**src/rtl/hrp_pkg.sv**
```systemverilog
`timescale 1ns / 1ps
// ----------------------------------------------------------------------------
// hrp_pkg
// Types, character codes and match words shared by the request header parser.
// ----------------------------------------------------------------------------
package hrp_pkg;

    typedef enum logic [3:0] {
        PH_METHOD       = 4'd0,
        PH_URI          = 4'd1,
        PH_VERSION      = 4'd2,
        PH_CR           = 4'd3,
        PH_LF           = 4'd4,
        PH_NAME         = 4'd5,
        PH_VALUE        = 4'd6,
        PH_FINAL_CR     = 4'd7,
        PH_DONE         = 4'd8,
        PH_FAIL_REQ     = 4'd9,
        PH_FAIL_METHOD  = 4'd10,
        PH_FAIL_NOTIMPL = 4'd11
    } phase_t;

    typedef enum logic [2:0] {
        ST_BUSY        = 3'd0,
        ST_COMPLETE    = 3'd1,
        ST_BAD_REQUEST = 3'd2,
        ST_BAD_METHOD  = 3'd3,
        ST_NOT_IMPL    = 3'd4
    } status_t;

    typedef enum logic [1:0] {
        TK_NONE  = 2'd0,
        TK_URI   = 2'd1,
        TK_NAME  = 2'd2,
        TK_VALUE = 2'd3
    } token_kind_t;

    localparam int VERSION_CHARS = 8;
    localparam int INDEX_DOC_LEN = 10;

    localparam logic [7:0] CH_TAB   = 8'h09;
    localparam logic [7:0] CH_LF    = 8'h0A;
    localparam logic [7:0] CH_CR    = 8'h0D;
    localparam logic [7:0] CH_SPACE = 8'h20;
    localparam logic [7:0] CH_SLASH = 8'h2F;
    localparam logic [7:0] CH_COLON = 8'h3A;
    localparam logic [7:0] CH_DEL   = 8'h7F;
    localparam logic [7:0] CH_NAME_CTRL_MAX = 8'h21;

    // method and version bytes packed first byte lowest
    localparam logic [31:0] WORD_GET  = 32'h0054_4547;
    localparam logic [31:0] WORD_POST = 32'h5453_4F50;
    localparam logic [31:0] WORD_HEAD = 32'h4441_4548;
    localparam logic [63:0] VER_10    = 64'h302E_312F_5054_5448;
    localparam logic [63:0] VER_11    = 64'h312E_312F_5054_5448;

    typedef struct packed {
        logic blank;
        logic cr;
        logic lf;
        logic slash;
        logic colon;
        logic name_ok;
    } char_class_t;

    typedef struct packed {
        logic [3:0] phase;
        logic [2:0] status;
        logic [1:0] token_kind;
        logic [7:0] token_byte;
        logic       token_end;
        logic       uri_add_index;
    } result_t;

    // header name byte check: controls, space, '!', DEL and the separators
    function automatic logic name_char_ok(input logic [7:0] b);
        logic ok;
        ok = 1'b1;
        if (b <= CH_NAME_CTRL_MAX || b == CH_DEL)
        begin
            ok = 1'b0;
        end
        else
        begin
            // ( ) < > @ , ; : \ " / [ ] ? = { }
            case (b) inside
                8'h28, 8'h29, 8'h3C, 8'h3E, 8'h40, 8'h2C, 8'h3B, 8'h3A, 8'h5C,
                8'h22, 8'h2F, 8'h5B, 8'h5D, 8'h3F, 8'h3D, 8'h7B, 8'h7D:
                    ok = 1'b0;
                default:
                    ok = 1'b1;
            endcase
        end
        return ok;
    endfunction

endpackage

```
**src/rtl/hrp_req_if.sv**
```systemverilog
`timescale 1ns / 1ps
// ----------------------------------------------------------------------------
// hrp_req_if
// Request byte channel: valid/ready handshake with byte and start flag.
// ----------------------------------------------------------------------------
interface hrp_req_if;
    logic       valid;
    logic       ready;
    logic [7:0] byte_in;
    logic       start_new;

    modport source (output valid, output byte_in, output start_new, input ready);
    modport sink   (input valid, input byte_in, input start_new, output ready);
endinterface

```
**src/rtl/hrp_res_if.sv**
```systemverilog
`timescale 1ns / 1ps
// ----------------------------------------------------------------------------
// hrp_res_if
// Result channel: valid/ready handshake with phase, status and token fields.
// ----------------------------------------------------------------------------
interface hrp_res_if;
    logic       valid;
    logic       ready;
    logic [3:0] phase;
    logic [2:0] status;
    logic [1:0] token_kind;
    logic [7:0] token_byte;
    logic       token_end;
    logic       uri_add_index;

    modport source (
        output valid, output phase, output status, output token_kind,
        output token_byte, output token_end, output uri_add_index, input ready
    );
    modport sink (
        input valid, input phase, input status, input token_kind,
        input token_byte, input token_end, input uri_add_index, output ready
    );
endinterface

```
**src/rtl/hrp_char_class.sv**
```systemverilog
`timescale 1ns / 1ps
// ----------------------------------------------------------------------------
// hrp_char_class
// Parallel classification of one request byte.
// ----------------------------------------------------------------------------
module hrp_char_class (
    input  logic [7:0]          byte_in,
    output hrp_pkg::char_class_t cls
);
    import hrp_pkg::*;

    always_comb
    begin
        cls.blank   = (byte_in == CH_SPACE) || (byte_in == CH_TAB);
        cls.cr      = (byte_in == CH_CR);
        cls.lf      = (byte_in == CH_LF);
        cls.slash   = (byte_in == CH_SLASH);
        cls.colon   = (byte_in == CH_COLON);
        cls.name_ok = name_char_ok(byte_in);
    end

endmodule

```
**src/rtl/hrp_step.sv**
```systemverilog
`timescale 1ns / 1ps
// ----------------------------------------------------------------------------
// hrp_step
// Parser state and the per-byte phase update with token outputs.
// ----------------------------------------------------------------------------
module hrp_step #(
    parameter int METHOD_LIMIT = 8,
    parameter int URI_LIMIT    = 256,
    parameter int NAME_LIMIT   = 64,
    parameter int VALUE_LIMIT  = 256
) (
    input  logic                 clk,
    input  logic                 rst_n,
    input  logic                 advance,
    input  logic [7:0]           byte_in,
    input  logic                 start_new,
    input  hrp_pkg::char_class_t cls,
    output hrp_pkg::result_t     result
);
    import hrp_pkg::*;

    localparam int MAX_A   = (METHOD_LIMIT > URI_LIMIT) ? METHOD_LIMIT : URI_LIMIT;
    localparam int MAX_B   = (NAME_LIMIT > VALUE_LIMIT) ? NAME_LIMIT : VALUE_LIMIT;
    localparam int MAX_LIM = (MAX_A > MAX_B) ? MAX_A : MAX_B;
    localparam int CNT_W   = $clog2(MAX_LIM + 1);
    localparam int URI_ADD_MAX = URI_LIMIT - INDEX_DOC_LEN;

    localparam logic [CNT_W-1:0] CNT_ONE     = CNT_W'(1);
    localparam logic [CNT_W-1:0] CNT_GET     = CNT_W'(3);
    localparam logic [CNT_W-1:0] CNT_WORD    = CNT_W'(4);
    localparam logic [CNT_W-1:0] CNT_VERSION = CNT_W'(VERSION_CHARS);
    localparam logic [CNT_W-1:0] LIM_METHOD  = CNT_W'(METHOD_LIMIT);
    localparam logic [CNT_W-1:0] LIM_URI     = CNT_W'(URI_LIMIT);
    localparam logic [CNT_W-1:0] LIM_NAME    = CNT_W'(NAME_LIMIT);
    localparam logic [CNT_W-1:0] LIM_VALUE   = CNT_W'(VALUE_LIMIT);
    localparam logic [CNT_W-1:0] LIM_URI_ADD = CNT_W'(URI_ADD_MAX);

    phase_t           phase_reg, phase_next, cur_phase;
    logic [CNT_W-1:0] char_count_reg, char_count_next, cnt;
    logic [31:0]      method_reg, method_next, cur_method;
    logic [63:0]      version_reg, version_next, cur_version;
    logic             last_slash_reg, last_slash_next, cur_slash;
    logic             uri_too_long_doc;
    logic             value_skip;
    token_kind_t      kind;
    logic             tend;
    logic             addidx;

    // start flag discards the old request before this byte
    always_comb
    begin
        cur_phase   = start_new ? PH_METHOD : phase_reg;
        cnt         = start_new ? '0 : char_count_reg;
        cur_method  = start_new ? '0 : method_reg;
        cur_version = start_new ? '0 : version_reg;
        cur_slash   = start_new ? 1'b0 : last_slash_reg;
    end

    assign uri_too_long_doc = cur_slash && (cnt > CNT_ONE) && (cnt > LIM_URI_ADD);
    assign value_skip       = (cnt == '0) && cls.blank;

    // next state
    always_comb
    begin
        phase_next      = cur_phase;
        char_count_next = cnt;
        method_next     = cur_method;
        version_next    = cur_version;
        last_slash_next = cur_slash;
        case (cur_phase)
            PH_METHOD:
            begin
                if (cls.cr || cls.lf)
                begin
                    phase_next      = PH_FAIL_REQ;
                    char_count_next = '0;
                end
                else if (cls.blank)
                begin
                    if (cnt != '0)
                    begin
                        char_count_next = '0;
                        if (cnt == CNT_WORD &&
                            (cur_method == WORD_POST || cur_method == WORD_HEAD))
                            phase_next = PH_FAIL_NOTIMPL;
                        else if (cnt == CNT_GET && cur_method == WORD_GET)
                            phase_next = PH_URI;
                        else
                            phase_next = PH_FAIL_METHOD;
                    end
                end
                else if (cnt >= LIM_METHOD)
                begin
                    phase_next      = PH_FAIL_METHOD;
                    char_count_next = '0;
                end
                else
                begin
                    if (cnt < CNT_WORD)
                        method_next = cur_method | (32'(byte_in) << {cnt[1:0], 3'b000});
                    char_count_next = cnt + CNT_ONE;
                end
            end
            PH_URI:
            begin
                if (cls.cr || cls.lf)
                begin
                    phase_next      = PH_FAIL_REQ;
                    char_count_next = '0;
                end
                else if (cls.blank)
                begin
                    if (cnt != '0)
                    begin
                        char_count_next = '0;
                        phase_next      = uri_too_long_doc ? PH_FAIL_REQ : PH_VERSION;
                    end
                end
                else if (cnt >= LIM_URI || (cnt == '0 && !cls.slash))
                begin
                    phase_next      = PH_FAIL_REQ;
                    char_count_next = '0;
                end
                else
                begin
                    last_slash_next = cls.slash;
                    char_count_next = cnt + CNT_ONE;
                end
            end
            PH_VERSION:
            begin
                if (cls.lf)
                begin
                    phase_next      = PH_FAIL_REQ;
                    char_count_next = '0;
                end
                else if (!value_skip)
                begin
                    if (cnt < CNT_VERSION)
                    begin
                        if (cls.cr)
                        begin
                            phase_next      = PH_FAIL_REQ;
                            char_count_next = '0;
                        end
                        else
                        begin
                            version_next    = cur_version |
                                              (64'(byte_in) << {cnt[2:0], 3'b000});
                            char_count_next = cnt + CNT_ONE;
                        end
                    end
                    else
                    begin
                        char_count_next = '0;
                        if (cls.cr && (cur_version == VER_10 || cur_version == VER_11))
                            phase_next = PH_CR;
                        else
                            phase_next = PH_FAIL_REQ;
                    end
                end
            end
            PH_CR:
            begin
                phase_next      = cls.lf ? PH_LF : PH_FAIL_REQ;
                char_count_next = '0;
            end
            PH_LF:
            begin
                if (cls.cr)
                begin
                    phase_next      = PH_FINAL_CR;
                    char_count_next = '0;
                end
                else if (cls.name_ok)
                begin
                    phase_next      = PH_NAME;
                    char_count_next = CNT_ONE;
                end
                else
                begin
                    phase_next      = PH_FAIL_REQ;
                    char_count_next = '0;
                end
            end
            PH_NAME:
            begin
                if (cls.colon)
                begin
                    phase_next      = PH_VALUE;
                    char_count_next = '0;
                end
                else if (cnt < LIM_NAME && cls.name_ok)
                    char_count_next = cnt + CNT_ONE;
                else
                begin
                    phase_next      = PH_FAIL_REQ;
                    char_count_next = '0;
                end
            end
            PH_VALUE:
            begin
                if (cls.lf)
                begin
                    phase_next      = PH_FAIL_REQ;
                    char_count_next = '0;
                end
                else if (!value_skip)
                begin
                    if (cls.cr)
                    begin
                        phase_next      = PH_CR;
                        char_count_next = '0;
                    end
                    else if (cnt < LIM_VALUE)
                        char_count_next = cnt + CNT_ONE;
                    else
                    begin
                        phase_next      = PH_FAIL_REQ;
                        char_count_next = '0;
                    end
                end
            end
            PH_FINAL_CR:
            begin
                phase_next      = cls.lf ? PH_DONE : PH_FAIL_REQ;
                char_count_next = '0;
            end
            PH_DONE, PH_FAIL_REQ, PH_FAIL_METHOD, PH_FAIL_NOTIMPL:
            begin
                phase_next = cur_phase;
            end
            default:
            begin
                phase_next = PH_FAIL_REQ;
            end
        endcase
    end

    // token outputs
    always_comb
    begin
        kind   = TK_NONE;
        tend   = 1'b0;
        addidx = 1'b0;
        case (cur_phase)
            PH_URI:
            begin
                if (!cls.cr && !cls.lf)
                begin
                    if (cls.blank)
                    begin
                        if (cnt != '0 && !uri_too_long_doc)
                        begin
                            tend   = 1'b1;
                            addidx = cur_slash;
                        end
                    end
                    else if (cnt < LIM_URI && (cnt != '0 || cls.slash))
                        kind = TK_URI;
                end
            end
            PH_LF:
            begin
                if (!cls.cr && cls.name_ok)
                    kind = TK_NAME;
            end
            PH_NAME:
            begin
                if (cls.colon)
                    tend = 1'b1;
                else if (cnt < LIM_NAME && cls.name_ok)
                    kind = TK_NAME;
            end
            PH_VALUE:
            begin
                if (!cls.lf && !value_skip)
                begin
                    if (cls.cr)
                        tend = 1'b1;
                    else if (cnt < LIM_VALUE)
                        kind = TK_VALUE;
                end
            end
            default:
            begin
                kind = TK_NONE;
            end
        endcase
    end

    always_comb
    begin
        result.token_kind    = kind;
        result.token_byte    = (kind != TK_NONE) ? byte_in : 8'd0;
        result.token_end     = tend;
        result.uri_add_index = addidx;
        case (phase_next)
            PH_DONE:
            begin
                result.phase  = PH_DONE;
                result.status = ST_COMPLETE;
            end
            PH_FAIL_REQ:
            begin
                result.phase  = PH_FAIL_REQ;
                result.status = ST_BAD_REQUEST;
            end
            PH_FAIL_METHOD:
            begin
                result.phase  = PH_FAIL_REQ;
                result.status = ST_BAD_METHOD;
            end
            PH_FAIL_NOTIMPL:
            begin
                result.phase  = PH_FAIL_REQ;
                result.status = ST_NOT_IMPL;
            end
            default:
            begin
                result.phase  = phase_next;
                result.status = ST_BUSY;
            end
        endcase
    end

    always_ff @(posedge clk or negedge rst_n)
    begin
        if (!rst_n)
        begin
            phase_reg      <= PH_METHOD;
            char_count_reg <= '0;
            method_reg     <= '0;
            version_reg    <= '0;
            last_slash_reg <= 1'b0;
        end
        else if (advance)
        begin
            phase_reg      <= phase_next;
            char_count_reg <= char_count_next;
            method_reg     <= method_next;
            version_reg    <= version_next;
            last_slash_reg <= last_slash_next;
        end
    end

endmodule

```
**src/rtl/http_request_header_parser.sv**
```systemverilog
`timescale 1ns / 1ps
// ----------------------------------------------------------------------------
// http_request_header_parser
// Byte-wide HTTP request line and header parser with token output.
// ----------------------------------------------------------------------------
// a byte is taken into the input register and its result then into the output register
// throughput: one byte per cycle unless stalled, set by the single input and result register
// the parser step is one pass of character classification and phase update
// reset clears handshake state and all parser state to the method phase
module http_request_header_parser #(
    parameter int METHOD_LIMIT = 8,
    parameter int URI_LIMIT    = 256,
    parameter int NAME_LIMIT   = 64,
    parameter int VALUE_LIMIT  = 256
) (
    input  logic        clk,
    input  logic        rst_n,
    hrp_req_if.sink     req,
    hrp_res_if.source   res
);
    import hrp_pkg::*;

    logic        in_valid_reg, in_valid_next;
    logic [7:0]  in_byte_reg;
    logic        in_start_reg;
    logic        out_valid_reg, out_valid_next;
    result_t     out_res_reg;
    result_t     step_res;
    char_class_t cls;
    logic        out_free;
    logic        advance;
    logic        in_take;

    assign out_free  = !out_valid_reg || res.ready;
    assign advance   = in_valid_reg && out_free;
    assign req.ready = !in_valid_reg || advance;
    assign in_take   = req.valid && req.ready;

    hrp_char_class u_class (
        .byte_in (in_byte_reg),
        .cls     (cls)
    );

    hrp_step #(
        .METHOD_LIMIT (METHOD_LIMIT),
        .URI_LIMIT    (URI_LIMIT),
        .NAME_LIMIT   (NAME_LIMIT),
        .VALUE_LIMIT  (VALUE_LIMIT)
    ) u_step (
        .clk       (clk),
        .rst_n     (rst_n),
        .advance   (advance),
        .byte_in   (in_byte_reg),
        .start_new (in_start_reg),
        .cls       (cls),
        .result    (step_res)
    );

    always_comb
    begin
        if (in_take)
            in_valid_next = 1'b1;
        else if (advance)
            in_valid_next = 1'b0;
        else
            in_valid_next = in_valid_reg;

        if (advance)
            out_valid_next = 1'b1;
        else if (res.ready)
            out_valid_next = 1'b0;
        else
            out_valid_next = out_valid_reg;
    end

    always_ff @(posedge clk or negedge rst_n)
    begin
        if (!rst_n)
        begin
            in_valid_reg  <= 1'b0;
            out_valid_reg <= 1'b0;
        end
        else
        begin
            in_valid_reg  <= in_valid_next;
            out_valid_reg <= out_valid_next;
        end
    end

    always_ff @(posedge clk)
    begin
        if (in_take)
        begin
            in_byte_reg  <= req.byte_in;
            in_start_reg <= req.start_new;
        end
        if (advance)
            out_res_reg <= step_res;
    end

    assign res.valid         = out_valid_reg;
    assign res.phase         = out_res_reg.phase;
    assign res.status        = out_res_reg.status;
    assign res.token_kind    = out_res_reg.token_kind;
    assign res.token_byte    = out_res_reg.token_byte;
    assign res.token_end     = out_res_reg.token_end;
    assign res.uri_add_index = out_res_reg.uri_add_index;

endmodule

```
**src/flat_wrapper.sv**
```systemverilog
// flat-port wrapper written by rule: the top's interface ports become plain ports
module http_request_header_parser_flat import hrp_pkg::*;
#(
    parameter int METHOD_LIMIT = 8,
    parameter int URI_LIMIT    = 256,
    parameter int NAME_LIMIT   = 64,
    parameter int VALUE_LIMIT  = 256
)
  (clk, rst_n, req_valid, req_byte_in, req_start_new, req_ready, res_valid, res_phase, res_status, res_token_kind, res_token_byte, res_token_end, res_uri_add_index, res_ready);
  hrp_req_if req_i ();
  hrp_res_if res_i ();
  input  logic clk;
  input  logic rst_n;
  input wire logic [$bits(req_i.valid)-1:0] req_valid;
  input wire logic [$bits(req_i.byte_in)-1:0] req_byte_in;
  input wire logic [$bits(req_i.start_new)-1:0] req_start_new;
  output wire logic [$bits(req_i.ready)-1:0] req_ready;
  output wire logic [$bits(res_i.valid)-1:0] res_valid;
  output wire logic [$bits(res_i.phase)-1:0] res_phase;
  output wire logic [$bits(res_i.status)-1:0] res_status;
  output wire logic [$bits(res_i.token_kind)-1:0] res_token_kind;
  output wire logic [$bits(res_i.token_byte)-1:0] res_token_byte;
  output wire logic [$bits(res_i.token_end)-1:0] res_token_end;
  output wire logic [$bits(res_i.uri_add_index)-1:0] res_uri_add_index;
  input wire logic [$bits(res_i.ready)-1:0] res_ready;
  assign req_i.valid = req_valid;
  assign req_i.byte_in = req_byte_in;
  assign req_i.start_new = req_start_new;
  assign req_ready = req_i.ready;
  assign res_valid = res_i.valid;
  assign res_phase = res_i.phase;
  assign res_status = res_i.status;
  assign res_token_kind = res_i.token_kind;
  assign res_token_byte = res_i.token_byte;
  assign res_token_end = res_i.token_end;
  assign res_uri_add_index = res_i.uri_add_index;
  assign res_i.ready = res_ready;
  http_request_header_parser #(.METHOD_LIMIT(METHOD_LIMIT), .URI_LIMIT(URI_LIMIT), .NAME_LIMIT(NAME_LIMIT), .VALUE_LIMIT(VALUE_LIMIT)) u_core (.clk(clk), .rst_n(rst_n), .req(req_i), .res(res_i));
endmodule
```
**config.mk**
```make
export PLATFORM = sky130hd
export DESIGN_NAME = http_request_header_parser_flat
export DESIGN_NICKNAME = d
export VERILOG_FILES = /design/src/rtl/hrp_pkg.sv /design/src/rtl/hrp_req_if.sv /design/src/rtl/hrp_res_if.sv /design/src/rtl/hrp_char_class.sv /design/src/rtl/hrp_step.sv /design/src/rtl/http_request_header_parser.sv /design/src/flat_wrapper.sv
export SDC_FILE = /design/constraint.sdc
export NUM_CORES = 1
export LEC_CHECK = 0
export BUFFER_PORTS_ARGS = -buffer_cell sky130_fd_sc_hd__buf_4
export CORE_MARGIN = 2
export CORE_UTILIZATION = 35
export CTS_CLUSTER_DIAMETER = 150
export DETAILED_ROUTE_END_ITERATION = 12
export PLACE_DENSITY = 0.54
export SYNTH_ARGS = -nofsm -noshare
export SYNTH_HDL_FRONTEND = slang
export SYNTH_SLANG_ARGS = --single-unit
```
**constraint.sdc**
```tcl
create_clock -name clk -period 3.7 [get_ports clk]
set_input_delay 0 -clock clk [delete_from_list [all_inputs] [get_ports clk]]
set_output_delay 0 -clock clk [all_outputs]
set_load 0.01 [all_outputs]
```
Yosys cells after proc, flatten, opt, wreduce, memory -nomap -nowiden
Cells that the tools add are included.
Widths: inputs -> output; s select.
Word-level totals
  bits in registers: 140
  bits of input ports: 13
  output and inout bits: 21
  word-level logic and storage cells: 204
Cells by class
  add/subtract/negate cells: 1
  $lt $le $gt $ge: 9
  equal/unequal tests: 44
  shifts and indexed selects: 2
  mux-type cells: 90
  bitwise gates (word level): 2
  reductions and logical operators: 41
Operators by type and width (count)
  $mux 64: 6
  $mux 32: 6
  $mux 9: 18
  $eq 64x62->1 const B: 2
  $mux 4: 26
  $eq 8x6->1 const B: 12
  $eq 32x31->1 const B: 2
  $or 64x64->64: 1
  $shl 8x6->64: 1
  $pmux 9 s7: 1
  $eq 8x7->1 const B: 7
  $pmux 4 s9: 1
  $eq 32x23->1 const B: 1
  $eq 4x4->1 const B: 8
  $or 32x32->32: 1
  $shl 8x5->32: 1
  $pmux 7 s4: 1
  $eq 8x4->1 const B: 3
  $mux 1: 23
  $reduce_or 17->1: 1
  $eq 4x3->1 const B: 4
  $logic_and 1x1->1: 15
  $mux 2: 6
  $add 9x1->9 const B: 1
  other kinds (24): 41

Logic depth before layout (Yosys ltp)
  depth after elaboration: 11
  depth in mapped cells: 12
  mapped depth without buffers: 11

Cells and area by module
A second synthesis with hierarchy kept.
Second synthesis, totals
  cells, all modules: 682
  area total of the unflattened synthesis: 6877.8 µm²
By module, submodules not included
  hrp_step: times used 1, cells an instance 598, area each 5650.4 µm², seq. area each 2727.6 µm²
  http_request_header_parser: times used 1, cells an instance 36, area each 944.7 µm², seq. area each 890.9 µm²
  hrp_char_class: times used 1, cells an instance 48, area each 282.8 µm², seq. area each 0.0 µm²

Worst setup path after synthesis
Ideal clock, no wire load.
  path kind: reg-to-reg
  start: register u_core.in_start_reg
  end: register u_core.out_res_reg (netlist bit u_core.res.phase[0]), data pin
  library setup time: 0.271 ns
  arrival: 2.926 ns
  data required time: 3.429 ns
  setup slack: 0.503 ns
  cell stages (with the launch flop): 13
  path buffers: 1
  clock period less this slack: 3.197 ns
  path through: edfxtp_1 -> inv_1 -> clkbuf_1 -> nand2_1 -> inv_1 -> ha_1 -> nor4bb_1 -> nand4_1 -> or4_1 -> o221ai_1 -> o211ai_1 -> nor4b_4 -> o21ai_0
RTL lines
  start: declaration: RTL line http_request_header_parser.sv:25  | logic in_start_reg;
  start signal: assignment: RTL line http_request_header_parser.sv:95  | in_start_reg <= req.start_new;
  end signal: assignment: RTL line http_request_header_parser.sv:98  | out_res_reg <= step_res;
  end: declaration: RTL line http_request_header_parser.sv:27  | result_t out_res_reg;

==> results summary <==
The per-instance average area after synthesis is 10.0 sq um. The most used flip-flop cell after synthesis is sky130_fd_sc_hd__dfrtp_1. After layout, the worst path uses between 90% and 100% of the clock period.

The final-report max-slew violation count came out at 0. The global route total overflow came out at 0. The initial antenna violation count was 0. The share of cells above drive strength 1 came out at approximately 15%. The clock latency on the worst-skew pair came out at roughly 420 ps.

The number of standard cells after synthesis is 690. The first-pass GRT wire length came out at about 33000 microns. The horizontal die dimension came out at approximately 140 microns. The floorplan step set the die height to between 100 and 150 microns. At the pin with the least slew margin, the transition time is roughly 1200 ps. The routed design could run at a clock period as short as 3450 ps. The net count after synthesis is 707.

The number of DRC violations after detailed-routing iteration 0 is 640. The synthesis-to-finish area growth came out at 19.1%. The CTS sink count is ~140. The largest driver fanout on the critical path came out at 7.

After synthesis, the largest family of logic cells by area is simple AND/OR/NAND/NOR gates. The kind of cell with the highest combined delay along the critical path is simple AND/OR/NAND/NOR gates. The number of primary I/O pins is 34.

The initial utilization of the core area, before any placement, comes to a little over a third. The startpoint kind of the worst setup timing path is a flip-flop. At the worst endpoint, the arrival time is between 3000 and 4000 ps. The number of antenna repair diodes came out at 0. The share of the synthesized netlist area taken by xor and xnor gates is less than 1%. In this run the static leakage power is 0.00332 uW.

The critical path goes through inv_1 -> nand2_1 -> inv_1 -> ha_1 -> nor4bb_1 -> nand4_1 -> or4_1 -> o221ai_1 -> o211ai_1 -> nor4b_4 -> buf_4 -> o21ai_0. In this run the tool buffered the top-level ports with 33 buffer cells. The HPWL reported at the end of detailed placement is ~14000 microns. The routed wire length per instance came out at roughly 21 microns. The flow ran to the end, and the final reports show no timing, DRC or antenna violations. Yosys printed 0 warnings.

After synthesis the cells add up to 6910 sq um. The total non-filler cell area in the finished layout is slightly above 8000 sq um. The TritonCTS clock tree is yes. In the post-synthesis netlist, the cell with the most instances is sky130_fd_sc_hd__dfrtp_1.

In the global route stage, overall resource usage came out at 21.0%. The number of storage elements in the synthesis netlist is between 100 and 150. The final-layout fill cell count is just under 2000. The portion of the post-synthesis area used by sequential elements came out at about 52%.

The post-detailed-placement cell area came out at about 7500 sq um. The complex-gate fraction of the synthesized area came out at between 10% and 20%. The worst setup path is of the reg2reg kind. The routed layout has slightly below 6000 vias. The cell with the largest stage delay on the worst path is sky130_fd_sc_hd__or4_1. The post-CTS clock slew at the launch and capture registers of the worst setup and hold paths is around 60 ps. The count of TritonRoute iterations in the first routing pass is 6.

The largest total area in the synthesized netlist belongs to sky130_fd_sc_hd__dfrtp_1. The number of different library cells in the post-synthesis netlist is 74. The number of antenna-violating nets in the routed design is 0. The tree is rooted in a sky130_fd_sc_hd__clkbuf_16. The number of synthesized flops with an enable pin came out at 28. The total wirelength of the detailed-routed design is ~21000 microns. Entering global routing, the biggest net connects 96 pins. In the synthesized netlist, mux cells make up less than 1% of the area.

In this run the standard cell core region covers ~19000 sq um. The tool flagged a number of max-cap violations equal to 0. VDD sags by at most 0.309 mV.

The CTS H-tree depth came out at 4. The post-detailed-route DRC marker count came out at 0. Sorting the synthesized cells by area gives the leading types as sky130_fd_sc_hd__dfrtp_1, sky130_fd_sc_hd__edfxtp_1, sky130_fd_sc_hd__a32o_1. The normalized max-slew margin is approximately 22%. The number of buffer and inverter stages on the critical path is 3. The worst endpoint required time came out at roughly 3900 ps.

The clock arrives with roughly 7.5 ps of skew. The number of clock buffers inserted by TritonCTS came out at 17. The register with the most flip-flops in the layout has 63 of them. The floorplan has 51 rows. The path category of the worst min-delay check is in2async. The maximum frequency from static timing analysis came out at 290 MHz. The final hold violation count is 0. The layout net count came out at between 700 and 800. Counting stages on the worst path, the most repeated cell is sky130_fd_sc_hd__inv_1. The floorplan step defined a die boundary enclosing around 21000 sq um. Summing the areas of all fa, ha and maj instances in the mapped netlist gives 0.724% of the synthesized area. In this design, the stage delay of the slowest critical-path cell is approximately 500 ps. The clock passes through at most 2 buffers. Of the post-synthesis cell area, the dominant cell type holds between 40% and 50%. Using the TritonRoute via totals, the vias-per-cell ratio works out to around 5.9. The simple-gate share of the synthesized area came out at between 20% and 30%. The setup TNS came out at 0 ps. The global placement routability congestion came out at 0.903. The total setup violations reported at the end of the flow came out at 0. Ranked by instance count, the synthesized netlist is headed by sky130_fd_sc_hd__dfrtp_1, sky130_fd_sc_hd__nand2_1, sky130_fd_sc_hd__o21ai_0. The via count of the first global-routing pass came out at between 5000 and 6000. After synthesis, the share of flip-flops with an asynchronous set or reset is around 80%. The power per cell area came out at 567 nW/um^2. Setup repair after global routing left no endpoint under its margin. The worst setup path is captured at a flip-flop.
## cell type report
type,instances,area [sq um],share of cell area (%)
Tap cell,265,332,4.03
Multi-Input combinational cell,481,3030,36.9
Clock buffer,20,467,5.67
Inverter,17,63.8,0.775
Sequential cell,139,3620,44.0
Timing Repair Buffer,73,593,7.21
Clock inverter,12,124,1.51
## power by group
| group | switching, uW | total (uW) | leakage [uW] | internal [uW] |
|---|---|---|---|---|
| clock network | 709 | 1710 | 0.000295 | 999 |
| registers | 189 | 1920 | 0.00180 | 1740 |
| logic | 653 | 1040 | 0.00123 | 383 |
| total | 1550 | 4670 | 0.00332 | 3120 |
## routing by layer
| metal | share of wire [%] | vias up | wire length, microns | GRT usage, % |
|---|---|---|---|---|
| li1 | - | 2677 | - | - |
| met1 | 43 | 3001 | 9100 | 27.2 |
| met2 | 48 | 211 | 10100 | 34.5 |
| met3 | 5.5 | 39 | 1160 | 4.27 |
| met4 | 3.0 | 0 | 633 | 8.28 |
| met5 | 0 | - | 0 | 0 |
## worst register-to-register path, stage by stage (launching register included)
cell and delay [ps]:
sky130_fd_sc_hd__edfxtp_1 380, sky130_fd_sc_hd__inv_1 200, sky130_fd_sc_hd__nand2_1 190, sky130_fd_sc_hd__inv_1 170, sky130_fd_sc_hd__ha_1 260, sky130_fd_sc_hd__nor4bb_1 300
sky130_fd_sc_hd__nand4_1 180, sky130_fd_sc_hd__or4_1 510, sky130_fd_sc_hd__o221ai_1 210, sky130_fd_sc_hd__o211ai_1 210, sky130_fd_sc_hd__nor4b_4 300, sky130_fd_sc_hd__buf_4 180
sky130_fd_sc_hd__o21ai_0 100
## logic make-up (layout without fill, tap and decap cells)
| kind of cell | Yosys count | in the layout |
|---|---|---|
| DFF | 139 | 139 |
| AOI/OAI and AO/OA | 186 | 186 |
| xor gates and xnor gates | 2 | 2 |
| and+or+nand+nor | 288 | 288 |
| muxes | 1 | 1 |
| adders and majority gates | 4 | 4 |
| buffers and inverters | 70 | 122 |
## metrics by stage
step / worst slack [ps] / cells / utilization, % / hold slack, ps / power, uW
5_1_grt: 5.14 / 1007 / 42.4 / 193 / 4890
2_1_floorplan: 503 / 690 / - / -296 / 2550
3_5_place_dp: 189 / 961 / 38.7 / 40.1 / 2950
3_3_place_gp: 314 / 961 / 38.7 / 35.2 / 2930
6_report: 250 / 1007 / 42.4 / 129 / 4670
4_1_cts: 175 / 1006 / 42.4 / 139 / 4670
## timing repair
action / in CTS / in global routing
hold endpoints to repair: 52 / 0
setup buffers: 0 / 1
hold buffers: 13 / 0
endpoints found under the setup margin: 0 / 7
gates resized for setup: 0 / 2
## worst paths after layout
path                       slack [ps]                          from                           end  cells after the start
hold / removal                    130                         rst_n    u_core.u_step.phase_reg[1]                      2
setup / recovery                  250           u_core.in_start_reg           u_core.res.phase[0]                     12
setup reg to reg                  250           u_core.in_start_reg           u_core.res.phase[0]                     12
min in group clk                  300                req_byte_in[0]         u_core.in_byte_reg[0]                      2
max in group asynchronous        2620                         rst_n              u_core.res.valid                      3
hold reg to reg                   480  u_core.u_step.method_reg[13]  u_core.u_step.method_reg[13]                      2
## placed cells by master, fill, tap and decap left out, drive strengths merged, types with 4 or more instances in the layout
| cell | n |
|---|---|
| dlygate4sd3 | 13 |
| nand2 | 104 |
| nor3 | 21 |
| nor4b | 10 |
| or4b | 4 |
| clkbuf | 20 |
| nand2b | 4 |
| edfxtp | 28 |
| or3 | 6 |
| dfrtp | 111 |
| and2 | 5 |
| inv | 24 |
| nor4bb | 6 |
| nor3b | 8 |
| a211oi | 7 |
| nor2b | 18 |
| buf | 60 |
| nand4b | 4 |
| a21oi | 12 |
| clkinv | 4 |
| o21ai | 69 |
| nor4 | 10 |
| nand3 | 17 |
| ha | 4 |
| a32o | 47 |
| or4 | 4 |
| o211ai | 8 |
| nor2 | 36 |
| nand4 | 14 |
(Power assumes the default switching activity.)
